===== src/hw/rtl/dvst_pkg.sv =====
// ----------------------------------------------------------------------------
// dvst_pkg
// Shared types and constants for the distinct value set table.
// ----------------------------------------------------------------------------
package dvst_pkg;

	localparam int CAPACITY = 16;
	localparam int VALUE_W  = 32;
	localparam int KIND_W   = 2;
	localparam int COUNT_W  = $clog2(CAPACITY + 1);
	localparam int IDX_W    = (CAPACITY > 1) ? $clog2(CAPACITY) : 1;

	localparam logic [KIND_W-1:0] KIND_INSERT = 2'd0;
	localparam logic [KIND_W-1:0] KIND_REMOVE = 2'd1;
	localparam logic [KIND_W-1:0] KIND_QUERY  = 2'd2;

	typedef logic [CAPACITY-1:0][VALUE_W-1:0] entry_arr_t;

	// lookup outcome for the request in the input register
	typedef struct packed {
		logic             hit;
		logic [IDX_W-1:0] slot;
	} match_t;

	// request handed to the table for this cycle
	typedef struct packed {
		logic               valid;
		logic [KIND_W-1:0]  kind;
		logic [VALUE_W-1:0] value;
		logic               hit;
		logic [IDX_W-1:0]   slot;
	} dvst_op_t;

	// what the table reports back for the result
	typedef struct packed {
		logic               dropped;
		logic [COUNT_W-1:0] count_next;
	} table_status_t;

endpackage


===== src/hw/rtl/dvst_match.sv =====
// ----------------------------------------------------------------------------
// dvst_match
// Parallel compare of one value against every occupied table slot.
// ----------------------------------------------------------------------------
module dvst_match import dvst_pkg::*; (
	input  entry_arr_t         entries,
	input  logic [COUNT_W-1:0] count,
	input  logic [VALUE_W-1:0] value,
	output match_t             match
);

	// scan downwards so the lowest matching slot wins
	always_comb begin
		match.hit  = 1'b0;
		match.slot = '0;
		for (int i = CAPACITY - 1; i >= 0; i--) begin
			if ((COUNT_W'(i) < count) && (entries[i] == value)) begin
				match.hit  = 1'b1;
				match.slot = IDX_W'(i);
			end
		end
	end

endmodule


===== src/hw/rtl/dvst_table.sv =====
// ----------------------------------------------------------------------------
// dvst_table
// Entry registers and occupancy count, with insert-at-tail and swap-remove.
// ----------------------------------------------------------------------------
module dvst_table import dvst_pkg::*; (
	input  logic               clk,
	input  logic               arst_n,
	input  dvst_op_t           op,
	output entry_arr_t         entries,
	output logic [COUNT_W-1:0] count,
	output table_status_t      status
);

	entry_arr_t         entries_q;
	logic [COUNT_W-1:0] count_q;
	logic [COUNT_W-1:0] last;
	logic               is_full;
	logic               wr_en;
	logic [IDX_W-1:0]   wr_idx;
	logic [VALUE_W-1:0] wr_data;
	logic [COUNT_W-1:0] count_next;
	logic               dropped;

	assign last    = count_q - COUNT_W'(1);
	assign is_full = (count_q == COUNT_W'(CAPACITY));

	always_comb begin
		wr_en      = 1'b0;
		wr_idx     = count_q[IDX_W-1:0];
		wr_data    = op.value;
		count_next = count_q;
		dropped    = 1'b0;
		if (op.valid) begin
			unique case (op.kind)
				KIND_INSERT: begin
					if (!op.hit) begin
						if (is_full) begin
							dropped = 1'b1;
						end else begin
							wr_en      = 1'b1;
							count_next = count_q + COUNT_W'(1);
						end
					end
				end
				KIND_REMOVE: begin
					// move the tail entry into the freed slot
					if (op.hit) begin
						wr_en      = 1'b1;
						wr_idx     = op.slot;
						wr_data    = entries_q[last[IDX_W-1:0]];
						count_next = last;
					end
				end
				default: begin
				end
			endcase
		end
	end

	always_ff @(posedge clk) begin
		if (wr_en) begin
			entries_q[wr_idx] <= wr_data;
		end
	end

	always_ff @(posedge clk or negedge arst_n) begin
		if (!arst_n) begin
			count_q <= '0;
		end else begin
			count_q <= count_next;
		end
	end

	assign entries           = entries_q;
	assign count             = count_q;
	assign status.dropped    = dropped;
	assign status.count_next = count_next;

`ifndef SYNTHESIS
	a_count_bound: assert property (@(posedge clk) disable iff (!arst_n)
		count_q <= COUNT_W'(CAPACITY))
		else $error("occupancy count beyond capacity");

	a_insert_grows: assert property (@(posedge clk) disable iff (!arst_n)
		(op.valid && op.kind == KIND_INSERT && !op.hit && !is_full)
		|=> count_q == $past(count_q) + COUNT_W'(1))
		else $error("insert of absent value did not grow the count");

	a_remove_shrinks: assert property (@(posedge clk) disable iff (!arst_n)
		(op.valid && op.kind == KIND_REMOVE && op.hit)
		|=> count_q == $past(count_q) - COUNT_W'(1))
		else $error("remove of present value did not shrink the count");
`endif

endmodule


===== src/hw/rtl/distinct_value_set_table_unit.sv =====
// ----------------------------------------------------------------------------
// distinct_value_set_table_unit
// Set of distinct 32-bit values with insert, swap-remove and membership query.
// ----------------------------------------------------------------------------
// One request is accepted every cycle unless the result register is stalled.
// A request waits in the input register, where it is compared against all
// sixteen table slots at once and the table and count are updated; its result
// is then registered in the result register. The compare-and-update loop on
// the table registers closes in that stage, so back-to-back requests always
// see the effect of the one before. Full-table inserts are dropped and flagged.
module distinct_value_set_table_unit import dvst_pkg::*; (
	input  logic        clk,
	input  logic        arst_n,
	input  logic        s_axis_tvalid,
	output logic        s_axis_tready,
	input  logic [31:0] s_axis_tdata,  // [31:0] value
	input  logic [1:0]  s_axis_tuser,  // [1:0] kind
	output logic        m_axis_tvalid,
	input  logic        m_axis_tready,
	output logic [7:0]  m_axis_tdata   // [0] was_present, [1] dropped_full,
	                                   // [6:2] occupancy, [7] zero
);

	logic                      valid_s1;
	logic [KIND_W-1:0]         kind_s1;
	logic signed [VALUE_W-1:0] value_s1;
	logic                      out_valid_q;
	logic                      was_present_q;
	logic                      dropped_full_q;
	logic [COUNT_W-1:0]        occupancy_q;
	logic                      advance;
	entry_arr_t                entries;
	logic [COUNT_W-1:0]        count;
	match_t                    match;
	dvst_op_t                  op;
	table_status_t             status;

	assign advance       = valid_s1 && (!out_valid_q || m_axis_tready);
	assign s_axis_tready = !valid_s1 || advance;

	always_ff @(posedge clk or negedge arst_n) begin
		if (!arst_n) begin
			valid_s1 <= 1'b0;
		end else if (s_axis_tready) begin
			valid_s1 <= s_axis_tvalid;
		end
	end

	always_ff @(posedge clk) begin
		if (s_axis_tready && s_axis_tvalid) begin
			kind_s1  <= s_axis_tuser;
			value_s1 <= $signed(s_axis_tdata);
		end
	end

	dvst_match u_match (
		.entries (entries),
		.count   (count),
		.value   ($unsigned(value_s1)),
		.match   (match)
	);

	assign op.valid = advance;
	assign op.kind  = kind_s1;
	assign op.value = $unsigned(value_s1);
	assign op.hit   = match.hit;
	assign op.slot  = match.slot;

	dvst_table u_table (
		.clk     (clk),
		.arst_n  (arst_n),
		.op      (op),
		.entries (entries),
		.count   (count),
		.status  (status)
	);

	always_ff @(posedge clk or negedge arst_n) begin
		if (!arst_n) begin
			out_valid_q <= 1'b0;
		end else begin
			out_valid_q <= advance || (out_valid_q && !m_axis_tready);
		end
	end

	always_ff @(posedge clk) begin
		if (advance) begin
			was_present_q  <= match.hit;
			dropped_full_q <= status.dropped;
			occupancy_q    <= status.count_next;
		end
	end

	assign m_axis_tvalid = out_valid_q;
	assign m_axis_tdata  = {1'b0, occupancy_q, dropped_full_q, was_present_q};

`ifndef SYNTHESIS
	a_drop_when_full: assert property (@(posedge clk) disable iff (!arst_n)
		(m_axis_tvalid && m_axis_tdata[1])
		|-> (m_axis_tdata[6:2] == COUNT_W'(CAPACITY)) && !m_axis_tdata[0])
		else $error("dropped insert reported without a full table");
`endif

endmodule

===== config.mk =====
export PLATFORM = sky130hd
export DESIGN_NAME = distinct_value_set_table_unit
export DESIGN_NICKNAME = d
export VERILOG_FILES = /design/src/hw/rtl/dvst_pkg.sv /design/src/hw/rtl/dvst_match.sv /design/src/hw/rtl/dvst_table.sv /design/src/hw/rtl/distinct_value_set_table_unit.sv
export SDC_FILE = /design/constraint.sdc
export NUM_CORES = 1
export LEC_CHECK = 0
export BUFFER_PORTS_ARGS = -buffer_cell sky130_fd_sc_hd__buf_4
export CORE_MARGIN = 2
export CORE_UTILIZATION = 45
export DETAILED_ROUTE_END_ITERATION = 10
export PLACE_DENSITY = 0.59
export SLEW_MARGIN = 20
export SYNTH_ARGS = -nofsm -noshare
export SYNTH_HDL_FRONTEND = slang
export SYNTH_SLANG_ARGS = --single-unit

===== constraint.sdc =====
create_clock -name clk -period 7.1 [get_ports clk]
set_clock_uncertainty 0.1 [all_clocks]
set_input_delay 0.71 -clock clk [delete_from_list [all_inputs] [get_ports clk]]
set_output_delay 0.71 -clock clk [all_outputs]
set_load 0.01 [all_outputs]

==> flow_metrics.env, run 1 <==
export IMPL_num_io_pins=48
export IMPL_tightest_slew_ns=1.117
export IMPL_ys_ff_latch=560
export IMPL_io_buffers=46
export IMPL_crit_slowest_cell="a211oi_4"
export IMPL_drv_slew=0
export IMPL_ys_types=68
export IMPL_syn2layout_area_growth_pct=12.32
export IMPL_vias=19810
export IMPL_clk_latency_ns=0.68
export IMPL_path_cells="xor2_1 > nor4_1 > nand4_1 > or4_1 > o211ai_1 > a2111oi_0 > nor2_1 > nand4b_1 > a211oi_4 > buf_12"
export IMPL_grt_usage_pct=40.38
export IMPL_die_area_mm2=0.06720
export IMPL_seq_area_frac_synth_pct=57.25
export IMPL_numCtsBuffers=61
export IMPL_dr_wl_met3_um=12880
export IMPL_wl_per_cell_um=45.80
export IMPL_cap_viol_max_count=0
export IMPL_max_clock_freq_mhz=168.9
export IMPL_drt_iter0_drc=2904
export IMPL_power_mw=10.39
export IMPL_fillers=5407
export IMPL_hpwlAfterDp_um=104800
export IMPL_path_clk_slew_ns=0.06
export IMPL_status="finished clean"
export IMPL_routed_top_layer="met5"
export IMPL_syn_avg_cell_area_um2=14.78
export IMPL_fin_area_mm2=0.03293
export IMPL_synth_nets=2024
export IMPL_drive_gt1_share_pct=19.91
export IMPL_cts_max_path_buffers=3
export IMPL_multiInputGateArea_mm2=0.01200
export IMPL_grt_pass1_vias=19370
export IMPL_gp_congestion=1.121
export IMPL_p_leak_nw=10.14
export IMPL_synthCells=1983
export IMPL_cts_hold_buf=1
export IMPL_peakVddDrop_mv=0.2870
export IMPL_cp_top_family="simple AND/OR/NAND/NOR gates"
export IMPL_drtAntennaViolNets=0
export IMPL_grt_pass1_wl_um=177300
export IMPL_cts_root_buf="clkbuf_16"
export IMPL_wirelength_um=134900
export IMPL_drc=0
export IMPL_startpoint_type="flop"
export IMPL_core_mm2=0.06446
export IMPL_setup_tns_ns=0
export IMPL_antenna_found_initial=10
export IMPL_regArea_mm2=0.01678
export IMPL_drtPass1Iterations=5
export IMPL_period_needed_ns=5.920
export IMPL_grt_max_degree=58
export IMPL_final_cells=2946
export IMPL_cts_resized_gates=0
export IMPL_cp_slowest_stage_delay_ns=0.93
export IMPL_cts_htree_levels=2
export IMPL_die_width_um=259.2
export IMPL_synth_edf_count=553
export IMPL_p_per_area_mw_per_mm2=315.5
export IMPL_setup_viol=0
export IMPL_critical_path_class="flop to flop"
export IMPL_worstPathRequired_ns=7.33
export IMPL_placed_cells=2830
export IMPL_cp_arrival_ns=6.15
export IMPL_cp_max_fo=27
export IMPL_dp_slack_ns=1.309
export IMPL_postCtsSetupBuffers=0
export IMPL_rows=93
export IMPL_cts_sinks=560
export IMPL_cts_tree="built"
export IMPL_start_util_pct=45.47
export IMPL_die_y_um=259.2
export IMPL_ys_async_sr_fraction_pct=1.250
export IMPL_grt_setup_unrepaired="no"
export IMPL_fin_crit_sh_pct=83.38
export IMPL_ys_warn_count=0
export IMPL_viasPerCell=6.723
export IMPL_setup_ws_ns=1.180
export IMPL_grt_ovfl_total=0
export IMPL_worstHoldPathType="primary input to flop"
export IMPL_hold_viol=0
export IMPL_dr_wl_met2_um=62440
export IMPL_path_buf_inv=1
export IMPL_placed_cell_area_mm2=0.03086
export IMPL_slew_headroom_pct=25.54
export IMPL_wl_met1_um=49580
export IMPL_syn_area_mm2=0.02931
export IMPL_crit_path_end_kind="flop"
export IMPL_synth_main_ff_cell="edfxtp_1"
export IMPL_final_nets=2081
registers in the layout, summed over array words and instances (netlist names):
register and cells:
occupancy_q 5, was_present_q 1, kind_s1 2, u_table.entries 512, valid_s1 1, u_table.count 5
value_s1 32, dropped_full_q 1, m_axis_tvalid 1
cell families after synthesis:
logic type / synth area share, %
XOR/XNOR: 15.57
AO/OA/AOI/OAI: 1.524
flip-flops: 57.25
multiplexers: 12.36
AND/OR/NAND/NOR: 10.71
other: 0.01279
adder cells (fa/ha/maj): 0.1281
buffers and inverters: 2.450
worst register-to-register path, cell delays in order (launching register included):
cell and delay (ns):
edfxtp_1 0.92, xor2_1 0.53, nor4_1 0.66, nand4_1 0.19, or4_1 0.60, o211ai_1 0.35, a2111oi_0 0.17, nor2_1 0.27
nand4b_1 0.50, a211oi_4 0.94, buf_12 0.34
through the flow:
step	utilization [%]	hold WS, ns
3_3_place_gp	47.86	0.3827
5_1_grt	51.07	0.1135
2_1_floorplan	-	0.3144
3_5_place_dp	47.87	0.3797
6_report	51.08	0.1103
4_1_cts	51.02	0.09604
Yosys cell counts, types with 3 or more instances:
library cell	n	area [um2]
a2111oi_0	3	26.28
a211oi_1	7	52.55
a21o_1	3	22.52
a21oi_1	13	65.06
and3_1	7	43.79
and4_1	6	52.55
buf_1	14	52.55
buf_2	25	125.1
buf_4	35	262.8
buf_6	13	146.4
clkbuf_1	29	108.9
dfrtp_1	7	175.2
edfxtp_1	553	16610
ha_1	3	37.54
inv_1	6	22.52
mux4_2	160	3603
nand2_1	150	563.0
nand2b_1	5	31.28
nand3_1	29	145.1
nand4_1	134	838.3
nand4b_1	13	113.9
nor2_1	41	153.9
nor2b_1	4	25.02
nor3_1	37	185.2
nor4_1	94	588.1
nor4_2	4	50.05
nor4b_1	8	70.07
o211ai_1	3	22.52
o21ai_0	4	20.02
or2_2	4	25.02
or3_1	4	25.02
or4_1	7	52.55
xnor2_1	340	2978
xnor2_2	6	97.59
xor2_1	170	1489
final timing paths:
| path | start | endpoint | slack (ns) | cells past startpoint |
|---|---|---|---|---|
| worst min register to register | valid_s1 | m_axis_tvalid | 0.39 | 1 |
| min in group asynchronous | arst_n | u_table.count[3] | 0.31 | 2 |
| worst max-delay path | value_s1[17] | u_table.entries[290] | 1.18 | 10 |
| worst max register to register | value_s1[17] | u_table.entries[290] | 1.18 | 10 |
| worst min-delay path | s_axis_tdata[15] | value_s1[15] | 0.11 | 1 |
| max in group asynchronous | arst_n | u_table.count[0] | 6.45 | 2 |
layout make-up:
| cell class | count | area share, % |
|---|---|---|
| clock inverters | 38 | 1.345 |
| clock buffers | 74 | 4.784 |
| repair buffers | 110 | 3.101 |
| well taps | 855 | 3.249 |
| flip-flops and latches | 560 | 50.98 |
| diodes | 2 | 0.01520 |
| inverters | 6 | 0.06840 |
| multi-input cells | 1301 | 36.46 |
power breakdown:
group,internal [mW],switching (mW)
sequential,3.73,0.223
clock,1.87,1.41
combinational,1.36,1.79
cell usage in the layout (no fill, tap or decap), types with 5 or more instances in the layout:
cell type and n:
nor3_2 9, a21oi_1 11, nor4_2 8, buf_4 92
inv_1 6, nand4_1 134, clkinv_2 7, nor2_1 39
nand2b_1 5, mux4_2 160, xnor2_1 337, or4_1 7
nor3_1 30, bufinv_16 8, clkbuf_1 13, and3_1 7
clkinv_1 11, xor2_1 169, buf_12 15, xnor2_2 9
and4_1 6, nand3_1 29, clkinvlp_4 9, dfrtp_1 6
clkbuf_16 61, nand4b_1 13, a211oi_1 5, nand2_1 149
edfxtp_1 553, nor4_1 89, nor4b_1 8
routing by layer:
metal	vias to the layer above	global-route usage (%)
met4	8	25.13
met1	10300	51.35
met2	1408	63.96
met3	287	7.938
met5	-	0
li1	7804	-
No activity file was read; power rests on OpenSTA's default activity.
==> run 2: changes to the inputs <==
--- a/config.mk
+++ b/config.mk
@@ -9,7 +9,7 @@
 export CORE_MARGIN = 2
 export CORE_UTILIZATION = 45
 export DETAILED_ROUTE_END_ITERATION = 10
-export PLACE_DENSITY = 0.59
+export PLACE_DENSITY = 0.62
 export SLEW_MARGIN = 20
 export SYNTH_ARGS = -nofsm -noshare
 export SYNTH_HDL_FRONTEND = slang
==> constraint.sdc (replaced) <==
create_clock -name clk -period 5.12 [get_ports clk]
set_clock_uncertainty 0.1 [all_clocks]
set_input_delay 0.512 -clock clk [delete_from_list [all_inputs] [get_ports clk]]
set_output_delay 0.512 -clock clk [all_outputs]
set_load 0.01 [all_outputs]
==> flow_metrics.env, run 2 (synthesis results as in run 1) <==
export IMPL_hold_start="m_axis_tready"
export IMPL_hpwlAfterDp_um=97940
export IMPL_core_mm2=0.06446
export IMPL_period_needed_ns=4.894
export IMPL_viasPerCell=6.381
export IMPL_grt_setup_unrepaired="no"
export IMPL_die_width_um=259.2
export IMPL_antenna_found_initial=6
export IMPL_num_io_pins=48
export IMPL_busiest_layer="met2"
export IMPL_pwr_share_comb_pct=32.4
export IMPL_drtAntennaViolNets=0
export IMPL_fin_area_mm2=0.03446
export IMPL_grt_max_degree=49
export IMPL_drt_iter0_drc=2454
export IMPL_ff2ff_setup_slack_ns=0.23
export IMPL_mostFrequentLayoutCell="edfxtp_1"
export IMPL_worstHoldPathType="primary input to flop"
export IMPL_hold_end="m_axis_tvalid"
export IMPL_timing_rr_start="value_s1[3]"
export IMPL_slew_headroom_pct=24.17
export IMPL_rows=93
export IMPL_setup_viol=0
export IMPL_cp_max_fo=15
export IMPL_cts_root_buf="clkbuf_16"
export IMPL_drv_slew=0
export IMPL_crit_path_end_kind="flop"
export IMPL_final_nets=2251
export IMPL_start_util_pct=45.47
export IMPL_critical_path_class="flop to flop"
export IMPL_die_y_um=259.2
export IMPL_drtPass1Iterations=6
export IMPL_drc=0
export IMPL_largest_reg_flops=512
export IMPL_power_internal_mw=9.812
export IMPL_placed_cell_area_mm2=0.03207
export IMPL_p_per_area_mw_per_mm2=423.5
export IMPL_status="finished clean"
export IMPL_wirelength_um=123300
export IMPL_switching_share_pct=32.76
export IMPL_power_mw=14.59
export IMPL_setup_ws_ns=0.2265
export IMPL_hold_path_depth=3
export IMPL_grt_pass1_wl_um=165700
export IMPL_dp_slack_ns=0.3439
export IMPL_clk_latency_ns=0.65
export IMPL_postCtsSetupBuffers=0
export IMPL_io_buffers=46
export IMPL_p_leak_nw=11.00
export IMPL_cts_htree_levels=2
export IMPL_grt_pass1_vias=19950
export IMPL_vias=19880
export IMPL_grtUsageMet3_pct=6.171
export IMPL_cap_viol_max_count=0
export IMPL_worstRegToRegCells=12
export IMPL_die_area_mm2=0.06720
export IMPL_final_cell_mix="edfxtp_1, xnor2_1, buf_4"
export IMPL_tightest_slew_ns=1.127
export IMPL_wl_per_cell_um=39.57
export IMPL_antenna_cells=0
export IMPL_numCtsBuffers=61
export IMPL_max_clock_freq_mhz=204.4
export IMPL_gp_congestion=1.000
export IMPL_r2r_end="u_table.entries[40]"
export IMPL_multiInputGateArea_mm2=0.01198
export IMPL_cp_arrival_ns=5.12
export IMPL_peakVddDrop_mv=0.2915
export IMPL_fillers=5388
export IMPL_seqPwrFrac_pct=36.7
export IMPL_fin_crit_sh_pct=95.58
export IMPL_startpoint_type="flop"
export IMPL_cts_max_path_buffers=3
export IMPL_met1_usage_pct=45.31
export IMPL_cts_tree="built"
export IMPL_switchingPower_mw=4.780
export IMPL_setup_tns_ns=0
export IMPL_grt_ovfl_total=0
export IMPL_grt_util_met2_pct=59.17
export IMPL_path_clk_slew_ns=0.06
export IMPL_cts_sinks=560
export IMPL_regArea_mm2=0.01678
export IMPL_grt_usage_pct=36.97
export IMPL_hold_viol=0
export IMPL_fin_util_pct=53.45
export IMPL_worstPathRequired_ns=5.35
export IMPL_drive_gt1_share_pct=24.34
export IMPL_clkPwrFrac_pct=30.8
export IMPL_syn2layout_area_growth_pct=17.54
==> run 2: power groups by stage <==
| stage | registers [mW] | clock network [mW] | logic (mW) |
|---|---|---|---|
| 2_1_floorplan | 5.31 | 0 | 2.91 |
| 3_3_place_gp | 5.44 | 0 | 4.61 |
| 3_5_place_dp | 5.45 | 0 | 4.61 |
| 4_1_cts | 5.35 | 4.54 | 4.66 |
| 5_1_grt | 5.37 | 4.70 | 4.87 |
| 6_report | 5.36 | 4.50 | 4.73 |
==> run 2: worst max-delay path by stage <==
stage / startpoint / to / slack, ns / cells past startpoint
3_3_place_gp: value_s1[3] / u_table.entries[63] / 0.37 / 12
3_5_place_dp: value_s1[3] / u_table.entries[56] / 0.34 / 12
2_1_floorplan: u_table.count[0] / u_table.entries[256] / -1.20 / 12
5_1_grt: value_s1[3] / u_table.entries[63] / 0.21 / 12
6_report: value_s1[3] / u_table.entries[40] / 0.23 / 12
4_1_cts: value_s1[3] / u_table.entries[56] / 0.31 / 12
==> run 2: cell type report <==
| class | instances | area share [%] |
|---|---|---|
| inverter | 6 | 0.06536 |
| timing repair buffer | 280 | 7.499 |
| clock inverter | 35 | 1.148 |
| multi-input combinational | 1301 | 34.76 |
| sequential | 560 | 48.71 |
| clock buffer | 78 | 4.706 |
| tap | 855 | 3.105 |
==> run 2: layer usage <==
metal	vias to the layer above	share of wire [%]	wire length [um]
met2	1222	47	57940
met3	283	8.0	9919
met4	0	9.0	11130
li1	8153	-	-
met5	-	0	0
met1	10220	36	44270
==> run 2: per-stage QoR <==
| stage | hold WS (ns) | instances |
|---|---|---|
| CTS | 0.08190 | 3115 |
| finish | 0.09502 | 3115 |
| global route | 0.1101 | 3115 |
| floorplan | 0.1164 | 1983 |
| global placement | 0.2558 | 2966 |
| detailed placement | 0.2591 | 2966 |
==> run 2: repair_timing <==
| action | 4_1_cts | 5_1_grt |
|---|---|---|
| resized for setup | 0 | 0 |
| hold endpoints to repair | 42 | 0 |
| hold buffers | 36 | 0 |
==> run 2: worst max-delay path: stages (launching register included) <==
cell      delay (ns)
edfxtp_1        0.71
buf_4           0.32
xnor2_1         0.47
nand4_1         0.22
nor4_1          0.66
and3_1          0.43
nor4_2          0.12
or2_2           0.30
a21oi_1         0.29
o211ai_2        0.18
buf_4           0.20
a21oi_4         0.33
buf_12          0.22
